<file path="src/rtl/psr_pkg.sv">
// shared types, constants and control/status bundles for parent selection
// no dependencies; every rtl file but psr_ram refers to this package by scoped names
package psr_pkg;

   // population size and derived index widths
   localparam int MAX_ENTRIES = 64;
   localparam int IDX_W       = $clog2(MAX_ENTRIES);
   localparam int CNT_W       = $clog2(MAX_ENTRIES + 1);

   // field and arithmetic widths
   localparam int ENERGY_W  = 32;
   localparam int WEIGHT_W  = 41;
   localparam int TOTAL_W   = 47;
   localparam int FRAC_W    = 24;
   localparam int PARENT_W  = 6;
   localparam int PROD_W    = 2 * FRAC_W;
   localparam int DIV_STEPS = WEIGHT_W;
   localparam int DIV_CNT_W = $clog2(DIV_STEPS);

   typedef logic [IDX_W-1:0]     idx_type;
   typedef logic [CNT_W-1:0]     cnt_type;
   typedef logic [ENERGY_W-1:0]  energy_type;
   typedef logic [WEIGHT_W-1:0]  weight_type;
   typedef logic [TOTAL_W-1:0]   total_type;
   typedef logic [FRAC_W-1:0]    frac_type;
   typedef logic [PARENT_W-1:0]  parent_type;
   typedef logic [PROD_W-1:0]    prod_type;
   typedef logic [DIV_CNT_W-1:0] div_cnt_type;

   // operation codes
   localparam logic OP_LOAD = 1'b0;
   localparam logic OP_DRAW = 1'b1;

   // selection modes
   localparam logic MODE_ROULETTE = 1'b0;
   localparam logic MODE_BEST     = 1'b1;

   // request and response payloads
   typedef struct packed {
      logic       operation;
      energy_type energy;
      logic       last_entry;
      frac_type   random_fraction;
   } req_type;

   typedef struct packed {
      parent_type parent_index;
      logic       none_left;
   } rsp_type;

   // controller states
   typedef enum logic [3:0] {
      ST_IDLE,
      ST_DIV,
      ST_LOAD_WR,
      ST_LOAD_END,
      ST_MUL,
      ST_SUM,
      ST_WALK,
      ST_BEST_RD,
      ST_BEST_TAKE,
      ST_RESULT
   } state_type;

   // commands from controller to datapath
   typedef struct packed {
      logic start;
      logic div_step;
      logic load_write;
      logic load_end;
      logic mul;
      logic sum;
      logic walk;
      logic best_read;
      logic best_take;
      logic result_load;
   } cmd_type;

   // status from datapath to controller
   typedef struct packed {
      logic load_full;
      logic div_last;
      logic roulette;
      logic total_zero;
      logic walk_hit;
      logic walk_end;
      logic found;
      logic out_free;
   } status_type;

endpackage

</file>
<file path="src/rtl/psr_ctrl.sv">
// sequencing state machine for loads and draws
// depends on psr_pkg for state, command and status types
module psr_ctrl (
   input  logic                 clock,
   input  logic                 reset,
   input  logic                 req_valid,
   input  logic                 req_operation,
   output logic                 req_stall,
   input  psr_pkg::status_type  status,
   output psr_pkg::cmd_type     cmd
);

   psr_pkg::state_type state_ff;
   psr_pkg::state_type state_in;

   // state register
   always_ff @(posedge clock) begin
      if (reset) begin
         state_ff <= psr_pkg::ST_IDLE;
      end else begin
         state_ff <= state_in;
      end
   end

   // next state
   always_comb begin
      state_in = state_ff;
      case (state_ff)
         psr_pkg::ST_IDLE: begin
            if (req_valid) begin
               if (req_operation == psr_pkg::OP_DRAW) begin
                  state_in = status.roulette ? psr_pkg::ST_MUL : psr_pkg::ST_WALK;
               end else begin
                  state_in = status.load_full ? psr_pkg::ST_LOAD_END : psr_pkg::ST_DIV;
               end
            end
         end
         psr_pkg::ST_DIV: begin
            if (status.div_last) begin
               state_in = psr_pkg::ST_LOAD_WR;
            end
         end
         psr_pkg::ST_LOAD_WR: begin
            state_in = psr_pkg::ST_LOAD_END;
         end
         psr_pkg::ST_LOAD_END: begin
            state_in = psr_pkg::ST_IDLE;
         end
         psr_pkg::ST_MUL: begin
            state_in = psr_pkg::ST_SUM;
         end
         psr_pkg::ST_SUM: begin
            state_in = status.total_zero ? psr_pkg::ST_RESULT : psr_pkg::ST_WALK;
         end
         psr_pkg::ST_WALK: begin
            if (status.walk_hit) begin
               state_in = psr_pkg::ST_RESULT;
            end else if (status.walk_end) begin
               if (!status.roulette && status.found) begin
                  state_in = psr_pkg::ST_BEST_RD;
               end else begin
                  state_in = psr_pkg::ST_RESULT;
               end
            end
         end
         psr_pkg::ST_BEST_RD: begin
            state_in = psr_pkg::ST_BEST_TAKE;
         end
         psr_pkg::ST_BEST_TAKE: begin
            state_in = psr_pkg::ST_RESULT;
         end
         psr_pkg::ST_RESULT: begin
            if (status.out_free) begin
               state_in = psr_pkg::ST_IDLE;
            end
         end
         default: begin
            state_in = psr_pkg::ST_IDLE;
         end
      endcase
   end

   // command outputs
   always_comb begin
      cmd       = '0;
      req_stall = 1'b1;
      case (state_ff)
         psr_pkg::ST_IDLE: begin
            req_stall = 1'b0;
            cmd.start = req_valid;
         end
         psr_pkg::ST_DIV: begin
            cmd.div_step = 1'b1;
         end
         psr_pkg::ST_LOAD_WR: begin
            cmd.load_write = 1'b1;
         end
         psr_pkg::ST_LOAD_END: begin
            cmd.load_end = 1'b1;
         end
         psr_pkg::ST_MUL: begin
            cmd.mul = 1'b1;
         end
         psr_pkg::ST_SUM: begin
            cmd.sum = 1'b1;
         end
         psr_pkg::ST_WALK: begin
            cmd.walk = 1'b1;
         end
         psr_pkg::ST_BEST_RD: begin
            cmd.best_read = 1'b1;
         end
         psr_pkg::ST_BEST_TAKE: begin
            cmd.best_take = 1'b1;
         end
         psr_pkg::ST_RESULT: begin
            cmd.result_load = status.out_free;
         end
         default: begin
            cmd = '0;
         end
      endcase
   end

endmodule

</file>
<file path="config.mk">
export PLATFORM = sky130hd
export DESIGN_NAME = psr_ctrl
export DESIGN_NICKNAME = d
export VERILOG_FILES = /design/src/rtl/psr_pkg.sv /design/src/rtl/psr_ctrl.sv
export SDC_FILE = /design/constraint.sdc
export NUM_CORES = 1
export LEC_CHECK = 0
export BUFFER_PORTS_ARGS = -buffer_cell sky130_fd_sc_hd__buf_2
export CORE_AREA = 10 10 47 49
export CTS_CLUSTER_SIZE = 14
export DETAILED_ROUTE_END_ITERATION = 7
export DIE_AREA = 0 0 57 59
export GPL_TIMING_DRIVEN = 0
export PLACE_DENSITY = 0.71
export SLEW_MARGIN = 20
export SYNTH_ARGS = -nofsm -noshare
export SYNTH_HDL_FRONTEND = slang
export SYNTH_SLANG_ARGS = --single-unit
</file>
<file path="constraint.sdc">
create_clock -name clock -period 1.8 [get_ports clock]
set_input_delay 0.18 -clock clock [delete_from_list [all_inputs] [get_ports clock]]
set_output_delay 0.18 -clock clock [all_outputs]
set_load 0.005 [all_outputs]
</file>
# == Word level (Yosys, flattened, before mapping) ==
# Index checks and enable logic that the tools add are counted.
# op_classes
addsub,0
multipliers,0
n_div,0
magnitude_cmp,0
n_eq_ne,13
shifts,0
n_mux,22
n_bitwise,0
reduce_logical,4
# op_table
cell,count
case mux 4 bit (9 select lines),1
two-way mux 4 bit,7
"== test 4 x 3 -> 1 bit, second input constant",4
two-way mux 1 bit,11
"== test 4 x 2 -> 1 bit, second input constant",2
"== test 4 bit, second input constant",2
"!= test 2 bit, second input constant",3
"== test 4 x 1 -> 1 bit, second input constant",1
logical NOT 4 bit,1
two-way mux 2 bit,2
AND reduction 4 bit,1
two-way mux 3 bit,1
"!= test 3 bit, second input constant",1
logical AND 1 bit,1
logical NOT 1 bit,1
# word_totals
ff_bits,4
latch_bits,0
ram_bits,0
romBits,0
out_inout_bits,11
n_memories,0

# == Logic depth before layout (Yosys ltp) ==
# Gate-level depths: netlist of run 1.
# logic_depth
word_depth,6
mapped_depth,5

# == Worst setup path before layout of run 1 ==
# OpenSTA, ideal clock, no wires.
# synth_timing
path_kind,reg2reg
start,register state_ff[2]
end,register state_ff[2]
t_arrival_ns,1.166
required_time_ns,1.667
path_slack_ns,0.500
stages_incl_launch_ff,6
n_path_buf,1
period_less_slack_ns,1.300
cell_sequence,dfxtp_1 -> buf_6 -> or2_4 -> o32a_1 -> o2111ai_1 -> o22ai_1
# synth_via
elab_chain_len,3
elab_cells_between_ends,15
# synth_rtl
item,line_no,rtl
from (decl),psr_ctrl.sv:13,psr_pkg::state_type state_ff;
from (signal assigned),psr_ctrl.sv:19,state_ff <= psr_pkg::ST_IDLE;
from (signal assigned),psr_ctrl.sv:21,state_ff <= state_in;
== test 4 x 3 -> 1 bit (tied with other cells),psr_ctrl.sv:28,case (state_ff)
!= test 3 bit (no line) / != test 2 bit (equally long branches),-,
AND reduction 4 bit (no line),-,
# Parallel ways exist; a longest one is shown, timed or not.
# A chain may end at the register's enable or synchronous reset.

==> results.yml, run 1 <==
synthesis:
  synth_cells: 65
  netlist_area_um2: 445
  syn-num-nets: 77
  ys_ff_latch: 4
  yosys_warnings: 0
  synth_flop_cell: "dfxtp_1"
  syn_area_per_cell_um2: 6.85
  ys_async_sr_fraction: 0
  yosysSeqAreaShare: 0.180
  synth_edf_count: 0
  ys_types: 31
cts:
  clk_latency_ns: 0.24
  htreeDepth: 1
  clockRootBuffer: "clkbuf_4"
  clock_path_buffers: 2
  numCtsBuffers: 3
  path_clk_slew_ns: 0.04
  cts_resized: 0
  ctsHoldBuffers: 0
  cts_tree: "done"
  post-cts-setup-buffers: 0
  cts_sinks: 4
pwr:
  seqPwrFrac: 0.199
  pwr-share-comb: 0.659
  p_int_mw: 0.430
  p_switching_mw: 0.379
  peakVddDrop_uv: 643
  leakage_nw: 0.286
  clkPwrFrac: 0.143
  switching_share: 0.468
  p_per_area_mw_per_mm2: 1350
routing:
  first_pass_iters: 4
  wl_per_cell_um: 13.6
  drt-vias-per-instance: 5.43
  drtAntennaViolNets: 0
  num_vias: 576
  wirelength_um: 1440
  drcViolationCount: 0
  drt_iter0_drc: 11
finish:
  fin_nets: 104
  area_delta_synth_final_pct: 34.3
  drive_gt1_frac: 0.333
  regMostFlops: "state_ff"
  n_antenna_cell: 0
  largestRegisters: "state_ff: 4 flops"
  seq_area_um2: 80.1
  largest_reg_flops: 4
  fillers: 159
  multi_input_area_um2: 329
placed_design:
  gp_congestion: 0.914
  hpwl_um: 1150
  port_buffers: 22
global_route:
  grt_usage: 0.0842
  grt_pass1_vias: 574
  antenna_found_initial: 0
  grt_start_max_net_pins: 11
  grt_pass1_wl_um: 2420
  overflow: 0
job:
  cap_violations: 0
worst_setup_path:
  start_kind: "flop"
  critPathTopFamily: "buffers and inverters"
  critPathSlowestCell: "dfxtp_1"
  cp_data_required_time_ns: 1.62
  crit_chain: "clkbuf_1, nor2_1, and3_1, buf_2"
  end_kind: "output port"
  slowest_delay_ns: 0.39
  cp_num_buf_inv: 2
  path_max_fanout: 10
  cp.arrival_ns: 1.46
  critPathKind: "flop to output port"
timing:
  max_slew_margin: 0.730
  hold_viol: 0
  max_freq_mhz: 610
  finalMaxSlewViolations: 0
  finalCritPeriodShare: 0.910
  finalSetupViolCount: 0
  min_period_ns: 1.64
  tns_ns: 0
  grt_setup_unrepaired: "false"
  worst_pin_slew_ns: 0.405
  hold_ws_ns: 0.187
  clock_skew_ns: 0.00432
floorplanning:
  die-area_mm2: 0.00336
  rows: 14
  io_pins: 23
  die_w_um: 57
  placeableCoreArea_mm2: 0.00140
  die_height_um: 59
  initial_core_util: 0.318
worst_hold_path:
  worst_hold_path_type: "primary input to flop"
run_status:
  status: "finished, final reports clean"
==> routing by layer <==
layer / global-route usage / routed length (um)
met5: 0 / 0
met4: 0.0369 / 14
met3: 0.0322 / 128
met2: 0.130 / 696
met1: 0.101 / 599
==> final cells by class <==
type / count / area share
Multi-Input combinational cell: 54 / 0.550
Timing Repair Buffer: 22 / 0.184
Sequential cell: 4 / 0.134
Buffer: 4 / 0.0418
Clock buffer: 3 / 0.0377
Tap cell: 16 / 0.0335
Inverter: 3 / 0.0188
==> cells in the final DEF (no fill, tap or decap), types with 2 or more instances in the layout <==
| cell type | netlist | routed |
|---|---|---|
| inv_1 | 3 | 3 |
| a21oi_1 | 4 | 4 |
| dfxtp_1 | 4 | 4 |
| nor3_1 | 2 | 2 |
| o32ai_1 | 2 | 2 |
| buf_2 | 2 | 24 |
| a311oi_1 | 2 | 2 |
| nand2b_1 | 2 | 2 |
| clkbuf_4 | 0 | 3 |
| nand2_1 | 8 | 8 |
| nor2_1 | 10 | 10 |
| and3_1 | 3 | 3 |
| or3b_1 | 2 | 2 |
| or2_1 | 2 | 2 |
| o21ai_1 | 2 | 2 |
==> power groups by stage <==
stage	Combinational, mW	Sequential [mW]	Clock [mW]
3_5_place_dp	0.530	0.163	0
2_1_floorplan	0.375	0.149	0
4_1_cts	0.533	0.161	0.116
3_3_place_gp	0.514	0.161	0
6_report	0.532	0.161	0.115
5_1_grt	0.599	0.169	0.121
==> cell usage after synthesis, types with 2 or more instances <==
library cell | count | area (um2)
nand2_1 | 8 | 30.0
and3_1 | 3 | 18.8
o32ai_1 | 2 | 17.5
buf_2 | 2 | 10.0
o21ai_1 | 2 | 10.0
or3b_1 | 2 | 17.5
a21oi_1 | 4 | 20.0
nand2b_1 | 2 | 12.5
a311oi_1 | 2 | 17.5
inv_1 | 3 | 11.3
nor2_1 | 10 | 37.5
or2_1 | 2 | 12.5
dfxtp_1 | 4 | 80.1
nor3_1 | 2 | 10.0
==> cell families after synthesis <==
logic type / after synthesis / synth area share
buffers and inverters: 7 / 0.0814
flip-flops: 4 / 0.180
AO/OA/AOI/OAI: 16 / 0.261
AND/OR/NAND/NOR: 38 / 0.478
==> stage by stage <==
step	utilization	worst slack, ns	total power, mW	cell area [um2]	instances
detailed placement	0.411	0.387	0.693	576	103
floorplan	-	0.500	0.523	445	65
global route	0.427	0.0680	0.889	598	106
finish	0.427	0.161	0.808	598	106
CTS	0.427	0.177	0.810	598	106
global placement	0.411	0.405	0.675	576	103
==> worst paths after layout <==
check	slack (ns)	end	depth (start not counted)	startpoint
hold reg to reg	0.72	state_ff[3]	4	state_ff[2]
setup reg to reg	0.36	state_ff[2]	4	state_ff[3]
hold / removal	0.19	state_ff[1]	2	reset
setup / recovery	0.16	cmd[7]	4	state_ff[3]
Note: power is estimated with default switching activity, not from simulation.
==> inputs of run 2 (changes only) <==
- ABC_AREA: not set -> 1
- PLACE_DENSITY: 0.71 -> 0.67
==> results.yml, run 2 <==
synthesis:
  synth_top_area_share: 0.206
  ys_async_sr_fraction: 0
  yosys.area_share.xor_xnor: 0
  yosys_warnings: 0
  synthTopCellsByArea: "nand2_1 (21%), dfxtp_1 (20%), inv_1 (14%), nor2_1 (14%), nand3_1 (13%)"
  synth_edf_count: 0
  ys_ff_latch: 4
  synthSimpleGateAreaFrac: 0.559
  synthAdderAreaFrac: 0
  synth_flop_cell: "dfxtp_1"
  synth_compound_area_frac: 0.100
  synth_top_family_by_area: "simple AND/OR/NAND/NOR gates"
  syn_area_per_cell_um2: 5.13
  synth_cells: 78
  netlist_area_um2: 400
  yosys.area.top_type: "nand2_1"
  yosysSeqAreaShare: 0.200
  synth_mux_area_frac: 0
  syn-num-nets: 90
  synth_most_common_cell: "nand2_1"
  ys_types: 11
  synthTopCellsByCount: "nand2_1 (22), inv_1 (15), nor2_1 (15)"
timing:
  max_freq_mhz: 738
  finalMaxSlewViolations: 0
  max_slew_margin: 0.791
  min_period_ns: 1.35
  clock_skew_ns: 0.00191
  fin_ws_ns: 0.445
  tns_ns: 0
  hold_viol: 0
  grt_setup_unrepaired: "false"
  worst_pin_slew_ns: 0.312
  finalCritPeriodShare: 0.753
  finalSetupViolCount: 0
cts:
  cts_sinks: 4
  htreeDepth: 1
  post-cts-setup-buffers: 0
  cts_tree: "done"
  ctsHoldBuffers: 0
  clockRootBuffer: "clkbuf_4"
  cts_resized: 0
  numCtsBuffers: 3
  path_clk_slew_ns: 0.04
  clk_latency_ns: 0.23
  clock_path_buffers: 2
placed_design:
  hpwl_um: 1060
  gp_congestion: 0.795
  port_buffers: 22
  dp_slack_ns: 0.611
routing:
  num_vias: 530
  wl_per_cell_um: 10.2
  drtAntennaViolNets: 0
  first_pass_iters: 4
  wirelength_um: 1210
  drcViolationCount: 0
  drt-vias-per-instance: 4.45
  drt_iter0_drc: 7
worst_setup_path:
  path_max_fanout: 6
  cp.arrival_ns: 1.17
  cp_data_required_time_ns: 1.62
  reg2reg_depth: 7
  critPathKind: "flop to output port"
  ff2ff_setup_slack_ns: 0.60
  end_kind: "output port"
  timing.rr.start: "state_ff[3]"
  start_kind: "flop"
  worstReg2RegEnd: "state_ff[0]"
pwr:
  seqPwrFrac: 0.238
  pwr-share-comb: 0.604
  p_per_area_mw_per_mm2: 1250
  peakVddDrop_uv: 642
  p_switching_mw: 0.330
  switching_share: 0.479
  clkPwrFrac: 0.158
  p_int_mw: 0.359
  leakage_nw: 0.346
job:
  cap_violations: 0
worst_hold_path:
  hold_path_depth: 2
  hold_start: "reset"
  worst_hold_path_type: "primary input to flop"
  hold_end: "state_ff[3]"
global_route:
  grt_pass1_wl_um: 1950
  grt_usage: 0.0683
  grt_pass1_vias: 507
  overflow: 0
  antenna_found_initial: 0
  grt_start_max_net_pins: 7
finish:
  multi_input_area_um2: 264
  largestRegisters: "state_ff: 4 flops"
  regMostFlops: "state_ff"
  seq_area_um2: 80.1
  layout_common_cells: "nand2_1 (22), buf_2 (22), inv_1 (15), nor2_1 (15), nand3_1 (10)"
  n_antenna_cell: 0
  fillers: 173
  drive_gt1_frac: 0.282
  area_delta_synth_final_pct: 38.1
  fin_nets: 117
  largest_reg_flops: 4
floorplanning:
  die-area_mm2: 0.00336
  die_height_um: 59
  rows: 14
  io_pins: 23
  initial_core_util: 0.286
  die_w_um: 57
  placeableCoreArea_mm2: 0.00140
run_status:
  status: "finished, final reports clean"
run 2: worst max path at each step:
stage	from	depth (start not counted)	slack [ns]	end
finish	state_ff[2]	4	0.45	cmd[6]
global route	state_ff[2]	4	0.31	cmd[9]
CTS	state_ff[2]	4	0.43	cmd[6]
detailed placement	state_ff[3]	7	0.61	state_ff[0]
global placement	state_ff[0]	6	0.63	state_ff[0]
floorplan	state_ff[3]	7	0.72	state_ff[0]
run 2: logic make-up after synthesis:
kind of cell / Yosys count
AO/OA/AOI/OAI: 7
flip-flops: 4
AND/OR/NAND/NOR: 52
buffers and inverters: 15
run 2: through the flow:
step / cells / hold slack (ns) / cell area (um2) / total power [mW] / utilization
after global routing: 119 / 0.158 / 553 / 0.773 / 0.395
after CTS: 119 / 0.153 / 553 / 0.701 / 0.395
after floorplan: 78 / 0.249 / 400 / 0.450 / -
final: 119 / 0.158 / 553 / 0.689 / 0.395
after global placement: 116 / 0.388 / 531 / 0.581 / 0.379
after detailed placement: 116 / 0.392 / 531 / 0.587 / 0.379
run 2: power by group through the flow:
stage,Clock (mW),Sequential [mW],Combinational [mW]
3_5_place_dp,0,0.166,0.421
2_1_floorplan,0,0.157,0.293
3_3_place_gp,0,0.166,0.415
5_1_grt,0.121,0.171,0.481
4_1_cts,0.113,0.164,0.424
6_report,0.109,0.164,0.416
run 2: worst max-delay path: stages (launching register included):
cell     delay (ns)
dfxtp_1        0.34
nor2_1         0.27
inv_1          0.12
nor2_1         0.10
buf_2          0.12
run 2: cell type report:
| type | count | share of cell area |
|---|---|---|
| clock buffer | 3 | 0.0407 |
| inverter | 15 | 0.102 |
| multi-input combinational | 59 | 0.477 |
| sequential | 4 | 0.145 |
| tap | 16 | 0.0362 |
| timing repair buffer | 22 | 0.199 |
run 2: layer usage:
layer / global-route usage / vias to the layer above / share of wire
li1: - / 292 / -
met1: 0.0748 / 218 / 0.41
met2: 0.115 / 20 / 0.50
met3: 0.0386 / 0 / 0.089
met4: 0.0101 / 0 / 0
met5: 0 / - / 0
